--- config.mk ---
export PLATFORM = sky130hd
export DESIGN_NAME = bfs_ffs
export DESIGN_NICKNAME = d
export VERILOG_FILES = /design/src/assert_macros.svh /design/src/bfs_ffs.sv
export SDC_FILE = /design/constraint.sdc
export NUM_CORES = 1
export LEC_CHECK = 0
export BUFFER_PORTS_ARGS = -buffer_cell sky130_fd_sc_hd__buf_4
export CELL_PAD_IN_SITES_DETAIL_PLACEMENT = 1
export CELL_PAD_IN_SITES_GLOBAL_PLACEMENT = 2
export CORE_AREA = 2 2 72 74
export DETAILED_ROUTE_END_ITERATION = 12
export DIE_AREA = 0 0 74 76
export GPL_TIMING_DRIVEN = 0
export PLACE_DENSITY = 0.92
export SYNTH_ARGS = -nofsm -noshare
export SYNTH_HDL_FRONTEND = slang
export SYNTH_SLANG_ARGS = --single-unit
--- constraint.sdc ---
create_clock -name vclk -period 1.6
set_clock_uncertainty 0.15 [all_clocks]
set_input_delay 0.08 -clock vclk [all_inputs]
set_output_delay 0.08 -clock vclk [all_outputs]
set_load 0.005 [all_outputs]
--- src/assert_macros.svh ---
// Assertion helpers used by the RTL of the bit-set block.
`ifndef ASSERT_MACROS_SVH
`define ASSERT_MACROS_SVH

// The consequent must hold in the same cycle as the antecedent.
`define BFS_ASSERT_SAME(label, clk, rst, ante, cons, msg) \
   label: assert property (@(posedge clk) disable iff (rst) (ante) |-> (cons)) \
      else $error(msg);

// The consequent must hold in the cycle after the antecedent.
`define BFS_ASSERT_NEXT(label, clk, rst, ante, cons, msg) \
   label: assert property (@(posedge clk) disable iff (rst) (ante) |=> (cons)) \
      else $error(msg);

`endif

--- src/bfs_ffs.sv ---
module bfs_ffs #(
   parameter int WIDTH = 64,
   localparam int SEL_W = (WIDTH > 1) ? $clog2(WIDTH) : 1
) (
   input  logic [WIDTH-1:0] vec,
   output logic             any,
   output logic [SEL_W-1:0] pos
);

   // Lowest set bit: scan from the top so that the lowest hit wins.
   always_comb begin
      any = |vec;
      pos = '0;
      for (int i = WIDTH - 1; i >= 0; i--) begin
         if (vec[i]) begin
            pos = SEL_W'(i);
         end
      end
   end

endmodule

# Word level (Yosys, flattened, before mapping)
# Index checks and enable logic that the tools add are counted.
[word_totals]
ff_bits = 0
latchBits = 0
ramBits = 0
rom_bits = 0
input_bits = 64
output_inout_bits = 7
wordCells = 65
memories = 0
[op_classes]
addsub = 0
n_mul = 0
div_mod_pow = 0
magnitude_cmp = 0
n_eq_ne = 0
n_shift = 0
mux = 64
n_bitwise = 0
n_reduce_logical = 1
[op_table]
columns = ["cell", "n"]
rows = [
  ["$mux W6", 64],
  ["$reduce_or A64 Y1", 1],
]

# Depth between registers and ports, before layout
# Gate-level depths: netlist (run 1).
[depth]
depth_word = 64
mapped_depth = 5
mapped_depth_nobuf = 5

# Least setup slack after synthesis (run 1)
# Ideal clock, no wire load.
[synth_timing]
path_kind = "input to output"
from = "in vec[62]"
to = "out any"
arrival_time_ns = 1.223
required_time_ns = 1.370
slack_ns = 0.147
stages = 5
n_path_buf = 0
path_cell_list = "or4_4 -> nor4b_4 -> nand3_2 -> nor2_2 -> nand3b_1"
[synth_between]
elab_chain_len = 1
[synth_lines]
columns = ["element", "line_no", "source"]
rows = [
  ["start, declared", "bfs_ffs.sv:5", "input logic [WIDTH-1:0] vec,"],
  ["$reduce_or A64 Y1", "bfs_ffs.sv:12", "any = |vec;"],
  ["end, declared", "bfs_ffs.sv:6", "output logic any,"],
]
# Every way passes these cells.

# Final worst setup path (run 1)
[layout_timing]
from = "in vec[36]"
to = "out pos[2]"
[layout_between]
elab_chain_len = 37
[layout_lines]
columns = ["element", "line_no", "source"]
rows = [
  ["$mux W6 (37 in series)", "bfs_ffs.sv:15", "if (vec[i]) begin"],
  ["end, declared", "bfs_ffs.sv:7", "output logic [SEL_W-1:0] pos"],
]
# Every way passes these cells.

==> results.ini, run 1 <==
[power]
p_sw_uw = 143
power.static_leakage_uw = 0.000634
clkPwrFrac = 0
peakVddDrop_v = 0.0000691
power_density_mw_per_mm2 = 190
p_int_uw = 170
seqPwrFrac = 0
pwr-share-comb = 1.000
swShare = 0.457

[timing]
rsz0062_at_grt = true
fmax_mhz = 564
period_share = 1.11
period_needed_ns = 1.77
setup_violations = 5
relSlewSlack = 0.640
report.final.slew_viol_count = 0
fin_setup_tns_ns = -0.526
worst_slack_ns = -0.174
tightest_slew_ns = 0.534
finalHoldViolCount = 0

[floorplan]
io_pins = 71
die_h_um = 76
dieArea_mm2 = 0.00562
num_rows = 26
die_w_um = 74
coreArea_mm2 = 0.00491
start_util = 0.181

[logic_synthesis]
synthCells = 145
synth_nets = 209
synth_top_area_cell = nor4_1
netlist_area_um2 = 887
synth_cell_type_count = 40
yosys_warnings = 0
synthAdderAreaFrac = 0
yosysTopAreaCellShare = 0.113
yosys-top-cells-area = nor4_1, nor2_1, nor3_1, a21oi_1, nor4_4
synth.area.mux_share = 0
ys_seq_area_frac = 0
yosys.area_share.simple = 0.594
syn_area_per_cell_um2 = 6.12
synth-xor-area-share = 0
synth_top_family_by_area = simple AND/OR/NAND/NOR gates
synth_compound_area_frac = 0.364

[layout]
layout_commonest_cell = buf_4
drive_gt1_frac = 0.442
num-fill-cells = 634
areaGrowthSynthToFinish_pct = 85.2
final_cells = 287
n_antenna_cell = 0
design.seq.count = 0
final_cell_mix = buf_4, nor2_1, nor4_1
final_util = 0.334
nClkBuffers = 0
layout.area.seq_um2 = 0
fin_nets = 283

[outcome]
outcome = finished with violations
violations = setup timing

[global_routing]
grt_pass1_vias = 1426
grt_first_pass_wirelength_mm = 5.94
grt_busiest_layer = met2
track_usage = 0.125
use_met2 = 0.230
grt.overflow.total = 0
met3_usage = 0.0198
grt_util_met1 = 0.158
grt_max_degree = 6
antenna_found_initial = 0

[job]
maxCapViolCount = 0

[drt]
wire_per_inst_um = 13.1
wl_mm = 3.75
ant_nets = 0
drt-vias-per-instance = 4.97
drtPass1Iterations = 4
drtIter0Drc = 26
route.detailed.drc = 0
vias = 1427

[critical_path]
crit_required_ns = 1.37
worstSetupStartpointType = input pin
critPathKind = input pin to primary output
path_max_fanout = 4
critPathCaptureType = primary output
cp.arrival_ns = 1.54

[placed_design]
dp.cells = 286
place.gp.congestion = 0.781
place.detailed.hpwl_mm = 3.30
numPortBuffers = 71

[worst_hold_path]
min_path_type = input pin to primary output

critical path, cell delays in order:
cell and delay, ns:
buf_6 0.10, or4_4 0.55, nor4_4 0.30, o211ai_1 0.14, o211ai_1 0.12, a21boi_1 0.10, buf_4 0.16
layout make-up:
class                           count  area [um2]  area share
Inverter                           10        37.5      0.0228
Timing Repair Buffer               72         571       0.347
Multi-Input combinational cell    135         947       0.577
Tap cell                           70        87.6      0.0533
per-stage QoR:
stage	setup WS (ns)	hold WS, ns	total power [uW]	instance area, um2
after floorplan	0.147	0.133	80.4	887
after global placement	-0.333	0.396	284	1510
after detailed placement	-0.333	0.401	287	1510
after CTS	-0.200	0.403	309	1620
after global routing	-0.274	0.422	344	1640
final	-0.174	0.388	313	1640
synth_stat cells, types with 3 or more instances:
master	n
nor2_1	19
nor4_1	16
nor3_1	12
a21oi_1	10
inv_1	10
nand2_1	9
nand3_1	6
o21ai_0	6
nand2b_1	4
nor2b_1	4
o211ai_1	4
o21a_1	3
o21bai_1	3
o31ai_1	3
or3_1	3
or4_1	3
power by group through the flow:
stage / combinational [uW] / clock [uW] / sequential [uW]
CTS: 309 / 0 / 0
global route: 344 / 0 / 0
finish: 313 / 0 / 0
global placement: 284 / 0 / 0
detailed placement: 287 / 0 / 0
floorplan: 80.4 / 0 / 0
kinds of logic (layout without fill, tap and decap cells):
kind of cell,after synthesis,count (layout)
compound gates,47,47
simple gates,88,88
buf+inv,10,82
path summary, 6_finish.rpt:
kind	start	to	cells after the start
max	vec[36]	pos[2]	7
min	vec[1]	pos[3]	5
repair_timing:
action                                  in CTS  in global routing
hold buffers                                 0                  0
pin swaps                                   11                  3
resized for setup                           23                  5
setup buffers                                1                  0
endpoints found under the setup margin       7                  7
layer usage:
metal  vias up  routed length (um)
li1        724                   -
met1       660                1630
met2        43                1800
met3         0                 324
met4         0                   0
met5         -                   0
Note: power is estimated with default switching activity, not from simulation.
==> run 2, diff against run 1 <==
==> constraint.sdc (replaced) <==
create_clock -name vclk -period 1.6
set_clock_uncertainty 0.15 [all_clocks]
set_input_delay 0.24 -clock vclk [all_inputs]
set_output_delay 0.24 -clock vclk [all_outputs]
set_load 0.005 [all_outputs]
==> run 2 against run 1 <==
- the flow still finishes with violations (setup timing)
- sequential share of layout area stayed put
- hold slack better by 0.31 ns
- first-iteration DRC count is 27% lower
- fmax is 17% lower
- global-route usage is 0.77 points higher
- cell area is 8.2% higher
- power is 9.9% higher
- die area stayed put
- critical endpoint unchanged
- largest cell class unchanged
- largest power group unchanged
==> results.ini, run 2 (same netlist as run 1, synthesis figures left out) <==
[drt]
route.detailed.drc = 0  ; unchanged
wire_per_inst_um = 13.4  ; +2.2%
drtPass1Iterations = 4  ; unchanged
wl_mm = 3.90  ; +4.0%
ant_nets = 0  ; unchanged
vias = 1413  ; -0.98%
drtIter0Drc = 19  ; -27%
drt-vias-per-instance = 4.84  ; -2.7%

[floorplan]
die_w_um = 74  ; unchanged
num_rows = 26  ; unchanged
dieArea_mm2 = 0.00562  ; unchanged
coreArea_mm2 = 0.00491  ; unchanged
io_pins = 71  ; unchanged
start_util = 0.181  ; unchanged
die_h_um = 76  ; unchanged

[layout]
areaGrowthSynthToFinish_pct = 100
nClkBuffers = 0  ; unchanged
drive_gt1_frac = 0.486  ; +0.0441
final_cell_mix = buf_4, nor2_1, nor4_1, nor3_1, buf_6
layout_commonest_cell = buf_4
fin_nets = 288  ; +1.8%
design.seq.count = 0  ; unchanged
n_antenna_cell = 0  ; unchanged
layout.area.seq_um2 = 0  ; unchanged
finish.instance_area_mm2 = 0.00178  ; +8.2%

[critical_path]
critPathSlowestCell = or4_4
crit_required_ns = 1.21  ; -0.16 ns
critPathCaptureType = primary output
cp_cell_sequence = buf_4 -> or4_4 -> nor4_4 -> o211ai_1 -> o211ai_1 -> a21boi_1 -> buf_4
max_stage_delay_ns = 0.55  ; about the same
worstSetupStartpointType = input pin
critPathKind = input pin to primary output
path_max_fanout = 4  ; unchanged
cp.arrival_ns = 1.74  ; +0.20 ns

[timing]
setup_violations = 7  ; +2
fin_setup_tns_ns = -2.60  ; -2.07 ns
report.final.slew_viol_count = 0  ; unchanged
period_share = 1.33  ; +0.223
period_needed_ns = 2.13  ; +0.356 ns
worst_slack_ns = -0.531  ; -0.356 ns
relSlewSlack = 0.658  ; +0.0181
finalHoldViolCount = 0  ; unchanged
tightest_slew_ns = 0.508  ; -0.0269 ns
fmax_mhz = 469  ; -17%
rsz0062_at_grt = true
timing.hold.ws_ns = 0.702  ; +0.314 ns

[outcome]
outcome = finished with violations
violations = setup timing

[global_routing]
antenna_found_initial = 0  ; unchanged
grt.overflow.total = 0  ; unchanged
track_usage = 0.132  ; +0.00768
grt_pass1_vias = 1420  ; -0.42%
grt_first_pass_wirelength_mm = 6.27  ; +5.6%
grt_max_degree = 6  ; unchanged

[job]
maxCapViolCount = 0  ; unchanged

[worst_hold_path]
min_path_type = input pin to primary output

[placed_design]
numPortBuffers = 71  ; unchanged
place.detailed.hpwl_mm = 3.35  ; +1.6%
place.gp.congestion = 0.762  ; -2.4%
place_area_mm2 = 0.00151  ; +0.33%
dp_slack_ns = -0.611  ; -0.279 ns

[power]
peakVddDrop_v = 0.0000944  ; +37%
power.static_leakage_uw = 0.000678  ; +6.9%
power_density_mw_per_mm2 = 193  ; +1.5%

[cts]
hold_buffers = 0  ; unchanged

[run 2: final timing paths]
kind,start,depth (start not counted),slack [ns],end
worst max-delay path,vec[22],7,-0.53,pos[2]
worst min-delay path,vec[1],5,0.70,pos[3]
[run 2: timing repair]
action / in CTS / in global routing
buffers inserted: 2 / 4
endpoints found under the setup margin: 7 / 7
resized for setup: 32 / 17
pin swaps: 19 / 25
[run 2: through the flow]
stage / util / instances / power [uW]
6_report: 0.362 / 292 / 344
4_1_cts: 0.341 / 288 / 323
5_1_grt: 0.362 / 292 / 378
2_1_floorplan: - / 145 / 81.2
3_3_place_gp: 0.308 / 286 / 285
3_5_place_dp: 0.308 / 286 / 289
[run 2: final cells by class]
class / count / area [um2]
tap: 70 / 87.6
timing repair buffer: 77 / 634
multi-input combinational: 135 / 1020
fill: 602 / 3130
inverter: 10 / 37.5
[run 2: power by group]
group | total, uW | internal, uW | switching, uW
Combinational | 344 | 187 | 157
Sequential | 0 | 0 | 0
Clock | 0 | 0 | 0
[run 2: per-layer routing]
metal / GRT usage / wire [um] / vias up
met4: 0 / 0 / 0
met5: 0 / 0 / -
met2: 0.246 / 2020 / 39
li1: - / - / 731
met1: 0.175 / 1680 / 643
met3: 0.00661 / 194 / 0
[run 2: worst max-delay path: cells and delay by family]
family,cells,cell delay [ns]
AO/OA/AOI/OAI,3,0.38
AND/OR/NAND/NOR,2,0.84
buffers and inverters,2,0.28
