File: config.mk
export PLATFORM = sky130hd
export DESIGN_NAME = bfs_store
export DESIGN_NICKNAME = d
export VERILOG_FILES = /design/src/assert_macros.svh /design/src/bfs_pkg.sv /design/src/bfs_store.sv
export SDC_FILE = /design/constraint.sdc
export NUM_CORES = 2
export LEC_CHECK = 0
export BUFFER_PORTS_ARGS = -buffer_cell sky130_fd_sc_hd__buf_2
export CAP_MARGIN = 20
export CORE_MARGIN = 10
export CORE_UTILIZATION = 35
export CTS_CLUSTER_SIZE = 25
export DETAILED_ROUTE_END_ITERATION = 7
export PLACE_DENSITY_LB_ADDON = 0.1
export SETUP_SLACK_MARGIN = 0.15
export SLEW_MARGIN = 20
export SYNTH_ARGS = -nofsm -noshare
export SYNTH_HDL_FRONTEND = slang
export SYNTH_SLANG_ARGS = --single-unit
export TNS_END_PERCENT = 20
File: constraint.sdc
create_clock -name clock -period 16.53 [get_ports clock]
set_input_delay 2.4795 -clock clock [delete_from_list [all_inputs] [get_ports clock]]
set_output_delay 2.4795 -clock clock [all_outputs]
set_load 0.01 [all_outputs]
File: src/assert_macros.svh
// Assertion helpers used by the RTL of the bit-set block.
`ifndef ASSERT_MACROS_SVH
`define ASSERT_MACROS_SVH

// The consequent must hold in the same cycle as the antecedent.
`define BFS_ASSERT_SAME(label, clk, rst, ante, cons, msg) \
   label: assert property (@(posedge clk) disable iff (rst) (ante) |-> (cons)) \
      else $error(msg);

// The consequent must hold in the cycle after the antecedent.
`define BFS_ASSERT_NEXT(label, clk, rst, ante, cons, msg) \
   label: assert property (@(posedge clk) disable iff (rst) (ante) |=> (cons)) \
      else $error(msg);

`endif

File: src/bfs_pkg.sv
package bfs_pkg;

   // Fixed field widths of the command and result words.
   localparam int CMD_W   = 3;
   localparam int INDEX_W = 12;
   localparam int POS_W   = 12;
   localparam int COUNT_W = 13;

   // Geometry of one store line.
   localparam int LINE_W = 64;
   localparam int BIT_W  = 6;

   typedef enum logic [CMD_W-1:0] {
      CMD_INSERT = 3'd0,
      CMD_REMOVE = 3'd1,
      CMD_TEST   = 3'd2,
      CMD_FIND   = 3'd3,
      CMD_POP    = 3'd4,
      CMD_CLEAR  = 3'd5,
      CMD_FILL   = 3'd6
   } cmd_type;

   typedef enum logic [1:0] {
      ST_IDLE,
      ST_ISSUE,
      ST_EXEC
   } state_type;

   // Control from the sequencer to the line store.
   typedef struct packed {
      logic rd_en;
      logic wr_en;
      logic wr_nz;
      logic bulk_en;
      logic bulk_fill;
   } store_ctl_type;

endpackage

File: src/bfs_store.sv
module bfs_store #(
   parameter int MAX_ELEMENTS = 4096,
   localparam int WORD_COUNT = (MAX_ELEMENTS + 63) / 64,
   localparam int ADDR_W = (WORD_COUNT > 1) ? $clog2(WORD_COUNT) : 1
) (
   input  logic                  clock,
   input  logic                  reset,
   input  bfs_pkg::store_ctl_type ctl,
   input  logic [ADDR_W-1:0]     rd_addr,
   input  logic [ADDR_W-1:0]     wr_addr,
   input  logic [bfs_pkg::LINE_W-1:0] wr_data,
   output logic [bfs_pkg::LINE_W-1:0] rd_line,
   output logic [WORD_COUNT-1:0] nonzero
);
   import bfs_pkg::*;

   localparam int LAST_REM = MAX_ELEMENTS - (WORD_COUNT - 1) * 64;
   localparam logic [LINE_W-1:0] LAST_MASK =
      (LAST_REM >= 64) ? {LINE_W{1'b1}} : ((LINE_W'(1) << LAST_REM) - LINE_W'(1));

   logic [LINE_W-1:0]     mem [WORD_COUNT];
   logic [LINE_W-1:0]     rd_mem_ff;
   logic [WORD_COUNT-1:0] written_ff;
   logic [WORD_COUNT-1:0] nonzero_ff;
   logic                  fill_base_ff;
   logic                  rd_written_ff;
   logic                  rd_fill_ff;
   logic                  rd_last_ff;

   // Line memory with one write and one registered read port.
   always_ff @(posedge clock) begin
      if (ctl.wr_en) begin
         mem[wr_addr] <= wr_data;
      end
      if (ctl.rd_en) begin
         rd_mem_ff <= mem[rd_addr];
      end
   end

   // Per-line flags: a line not written since the last clear or fill reads
   // as the common base pattern, so bulk commands need no pass over the lines.
   always_ff @(posedge clock) begin
      if (reset) begin
         written_ff    <= '0;
         nonzero_ff    <= '0;
         fill_base_ff  <= 1'b0;
         rd_written_ff <= 1'b0;
         rd_fill_ff    <= 1'b0;
         rd_last_ff    <= 1'b0;
      end else begin
         if (ctl.bulk_en) begin
            written_ff   <= '0;
            nonzero_ff   <= {WORD_COUNT{ctl.bulk_fill}};
            fill_base_ff <= ctl.bulk_fill;
         end else if (ctl.wr_en) begin
            written_ff[wr_addr] <= 1'b1;
            nonzero_ff[wr_addr] <= ctl.wr_nz;
         end
         if (ctl.rd_en) begin
            rd_written_ff <= written_ff[rd_addr];
            rd_fill_ff    <= fill_base_ff;
            rd_last_ff    <= (rd_addr == ADDR_W'(WORD_COUNT - 1));
         end
      end
   end

   // Merge the stored line with the base pattern.
   always_comb begin
      if (rd_written_ff) begin
         rd_line = rd_mem_ff;
      end else if (rd_fill_ff) begin
         rd_line = rd_last_ff ? LAST_MASK : {LINE_W{1'b1}};
      end else begin
         rd_line = '0;
      end
   end

   assign nonzero = nonzero_ff;

endmodule

Word-level counts from Yosys, hierarchy flattened
Memory sizes are Yosys's and may differ from the RTL's. A register that Yosys moved wholly into a read port is not among the register bits.
Index checks and enable logic that the tools add are counted.
Widths: inputs -> output; s select.

operators by class
  mux-type cells = 11
  $lt $le $gt $ge = 3
  bitwise logic cells = 1
  reductions and logical operators = 3

operators with widths
  cell                count
  $mux 64             4
  $bwmux 64           1
  $or 64x64->64       1
  $lt 6x7->1 const B  2
  $bmux 1 s6          1
  $demux 1 s6         1
  $ge 6x1->1 const B  1
  $mux 1              4
  $reduce_bool 2->1   1
  $reduce_or 2->1     1
  $logic_and 1x1->1   1

word-level totals
  flip-flop bits (word level) = 131
  word-level logic and storage cells = 24
  memories kept = 1
  bits in writable memories = 4096
  output and inout bits = 128

memory list
  memory  words  bits a word  rd ports  clocked after Yosys merged registers in  write ports  RTL line         RTL
  mem     64     64           1         1                                        1            bfs_store.sv:21  logic [LINE_W-1:0] mem [WORD_COUNT];

Depth between registers and ports, before layout
  depth in word-level cells = 7
  gate-level depth with buffers = 10

Worst setup path before layout
Ideal clock, no wire load.

  kind = in2reg
  from = input wr_addr[4]
  to = register nonzero_ff[3] (netlist: nonzero[3])
  arrival time = 8.372 ns
  buffers on the path = 2
  stages = 7
  library setup time = 0.133 ns
  path slack = 8.026 ns
  cells stage by stage = clkbuf_1 -> or3_1 -> clkbuf_1 -> nor3_1 -> o21ai_0 -> o21ai_0 -> a21oi_1

on the way
  cells in the longest elaborated chain, start to end = 7
  elaborated cells between the ends (all ways) = 8

ends and longest elaborated chain
  element                                                                RTL line         RTL
  from (decl)                                                            bfs_store.sv:10  input logic [ADDR_W-1:0] wr_addr,
  $lt 6x7->1 (implied by the code) / $ge 6x1->1 (equally long branches)  bfs_store.sv:57  nonzero_ff[wr_addr] <= ctl.wr_nz;
  $logic_and 1x1->1 (implied by the code)                                bfs_store.sv:57
  $mux 1 (implied by the code)                                           bfs_store.sv:57
  $demux 1 s6 (*)                                                        bfs_store.sv:57
  $bwmux 64 (*)                                                          bfs_store.sv:57
  $mux 64 (*)                                                            bfs_store.sv:55  end else if (ctl.wr_en) begin
  $mux 64 (*)                                                            bfs_store.sv:51  if (ctl.bulk_en) begin
  to (signal assigned)                                                   bfs_store.sv:53  nonzero_ff <= {WORD_COUNT{ctl.bulk_fill}};
  to (signal, indexed assignment)                                        bfs_store.sv:57
  to (decl)                                                              bfs_store.sv:24  logic [WORD_COUNT-1:0] nonzero_ff;

Every way passes the cells marked *; elsewhere a longest branch is shown, timed or not. The select of a mux whose other input is x is not followed.
A chain may end at the register's enable or synchronous reset.

==> results.cfg <==
[grt]
grt_max_degree = 142
overall_fraction_of_global_route_tracks_in_use = 0.209
gr-total-overflow = 0
number_of_antenna_violations_at_the_first_check_in_global_routing = 47
vias_in_the_first_global_route = 78300
grt_first_pass_wirelength_mm = 703

[timing]
rsz_0062_raised_after_global_routing = no
clock_skew_ns = 0.0513
fin_crit_sh = 0.396
finalSetupTns_ns = 0
finalMaxSlewViolations = 0
tightestPinTransition_ns = 1.15
worst_slew_margin_rel = 0.231
final_hold_viol_count = 0
timing.final.setup_violations = 0
hold_slack_ns = 0.461
layout_setup_ws_ns = 9.98
finalCriticalPeriod_ns = 6.55
timing.fmax_mhz = 153

[yosys]
synth.yosys.warnings = 0
synthDistinctLibCells = 37
synth_flop_cell = edfxtp_1
yosysTopAreaCellShare = 0.770
synth_area_leader_cell = edfxtp_1
synthesis.instances = 6474
async_reset_ff_frac = 0
post_synth.cell_area_avg_sq_um = 25.1
synth.net_count = 6557
synth_top_cells_by_area = edfxtp_1 (77%), mux4_2 (19%), dfxtp_1 (1.6%)
syn_area_sq_um = 162000
synth-seq-cells = 4291
share_of_the_yosys_chip_area_belonging_to_registers = 0.786
synth_enable_flop_cells = 4160

[worst_setup_path]
cell_by_cell_listing_of_the_critical_path = buf_12 -> buf_4 -> buf_4 -> buf_4 -> mux4_2 -> mux4_2 -> mux4_2
worst-setup-path-type = primary input to flip-flop
crit_path_end_kind = flip-flop
critical_path_arrival_ns = 7.26
critical_path_required_ns = 17.24
timing.critical_path.from_type = primary input
timing.critical_path.slowest_cell_delay_ns = 0.84
crit_path_max_fanout = 82
critPathSlowestCell = buf_4

[clock_tree]
clock_tree.htree_level_count = 5
clock_insertion_delay_worst_skew_ns = 1.05
clock_sink_count = 4291
worst_setup_hold_path_clk_slew_ns = 0.06
post_cts.resized_instances = 0
cts_tree = done
cts_inserted_buffers = 464
post_cts_buffers = 0
clockBufferDepth = 4
post_cts_hold_buffer_count = 0
cts_root_buf = clkbuf_16

[hold_path]
min_path_type = flip-flop to flip-flop

[power_and_ir_drop]
net-switching-power_mw = 4.99
p_leak_nw = 57.7
power_report.internal_total_mw = 18.0
power_frac_clock = 0.430
power_per_cell_area_nw_per_um2 = 123
swShare = 0.217
max-vdd-ir-drop_uv = 88.7
comb_power_share = 0.046
seqPwrFrac = 0.524

[die]
die_area_sq_um = 491000
placementRows = 249
boundaryPins = 211
floorplan.core_area_sq_um = 461000
chipWidth_um = 701
initial_core_util = 0.352
floorplan.die.height_um = 701

[placed_design]
post-place-ws_ns = 8.83
post-dp-hpwl_mm = 255
io_buffer_count = 210
gpl.final_weighted_congestion = 0.716
place.detailed.instances = 12700

[detailed_routing]
route.detailed.wl_per_inst_um = 38.4
remaining_drc_errors = 0
wl_mm = 523
detailedRoute.firstIterationViolations = 9261
avgViaCountPerCell = 5.65
antenna_violating_nets_post_route = 0
via_count = 76900
dr.pass1.iters = 5

[job]
max-cap-violations = 0

[cells_and_area]
instances_no_fill = 13600
area_grow_syn2layout_pct = 15.2
layout-drive-gt1-share = 0.337
finalNetCount = 7123

[run_status]
outcome = finished clean
[cells in the final DEF (no fill, tap or decap), types with 3 or more instances in the layout]
cell	netlist	final
buf_2	84	195
nor2_4	0	61
inv_1	4	3
inv_6	0	5
buf_8	0	4
nor3_2	0	4
bufinv_16	0	23
clkinv_2	0	91
buf_16	0	5
dfxtp_1	131	130
clkinvlp_4	0	9
clkbuf_8	0	7
o211ai_1	3	3
edfxtp_1	4160	4160
nor2b_1	10	10
nor2_1	67	6
clkbuf_16	0	467
a31oi_1	5	5
nand2_1	145	145
nand2b_1	5	4
mux2i_1	63	63
diode_2	0	9
a21oi_1	64	64
clkinv_1	0	129
clkbuf_1	204	114
o21ai_0	6	6
nand3_1	9	9
o21a_1	64	64
inv_16	0	6
buf_4	0	215
buf_12	0	32
clkinv_4	0	3
mux4_2	1356	1356
clkinv_8	0	10
clkinv_16	0	5
[synth_stat cells (2+ instances only)]
cell,count
nand3_1,9
nand3b_1,2
a22oi_1,2
a21oi_1,64
mux2_2,2
nor3_1,5
nor2_1,67
nor2b_1,10
buf_2,84
nand2b_1,5
o22ai_1,2
o21ai_0,6
mux2i_1,63
a211oi_1,2
nand2_1,145
buf_1,65
inv_1,4
o211ai_1,3
clkbuf_1,204
dfxtp_1,131
a31oi_1,5
o21a_1,64
nor4_1,2
mux4_2,1356
edfxtp_1,4160
[layout make-up]
| cell class | instances | area (sq um) |
|---|---|---|
| multi-input cells | 1825 | 33700 |
| repair buffers | 454 | 3460 |
| inverters | 4 | 15.0 |
| clock inverters | 281 | 2200 |
| diodes | 9 | 22.5 |
| fillers | 40200 | 274000 |
| well taps | 6149 | 7690 |
| flip-flops and latches | 4291 | 128000 |
| clock buffers | 587 | 12200 |
[power groups by stage]
stage | registers [mW] | logic, mW | clock network (mW)
2_1_floorplan | 12.3 | 0.603 | 0
3_3_place_gp | 12.3 | 1.05 | 0
3_5_place_dp | 12.3 | 1.07 | 0
4_1_cts | 12.1 | 1.07 | 10.1
5_1_grt | 12.1 | 1.13 | 10.6
6_report | 12.1 | 1.05 | 9.90
[state kept, by name (all words and copies together), names as in the netlist]
signal         count
mem             4096
rd_written_ff      1
fill_base_ff       1
nonzero           64
written_ff        64
rd_fill_ff         1
rd_mem_ff         64
[layer usage]
metal	wire, um	global-route usage	vias up
met1	226000	0.299	43900
met4	12000	0.0466	10
met2	251000	0.339	2897
met5	67	0	-
met3	34100	0.0333	675
li1	-	-	29400
[path summary, 6_finish.rpt]
check	from	to	slack, ns	cells past startpoint
min	written_ff[9]$_SDFFE_PP0P_	written_ff[9]$_SDFFE_PP0P_	0.46	1
min reg2reg	written_ff[9]$_SDFFE_PP0P_	written_ff[9]$_SDFFE_PP0P_	0.46	1
max reg2reg	mem[23][32]$_DFFE_PP_	rd_mem_ff[32]$_DFFE_PP_	14.28	3
max	rd_addr[0]	rd_mem_ff[27]$_DFFE_PP_	9.98	7
[kinds of logic (layout without fill, tap and decap cells)]
group | Yosys count | after routing | share of synthesized area
muxes | 1421 | 1421 | 0.192
other | 0 | 9 | 0
buffers and inverters | 358 | 1326 | 0.00898
AOI/OAI and AO/OA | 153 | 153 | 0.00596
and+or+nand+nor | 251 | 251 | 0.00637
DFF | 4291 | 4291 | 0.786
[critical path, delay by kind of cell]
family / cells / cell delay (ns)
multiplexers: 3 / 1.60
buffers and inverters: 4 / 2.81
[metrics by stage]
step / power, mW / util / area, sq um
floorplan: 12.9 / - / 162000
global placement: 13.4 / 0.373 / 172000
detailed placement: 13.4 / 0.373 / 172000
CTS: 23.3 / 0.405 / 186000
global route: 23.8 / 0.405 / 187000
finish: 23.0 / 0.405 / 187000
No activity file was read; power rests on OpenSTA's default activity.
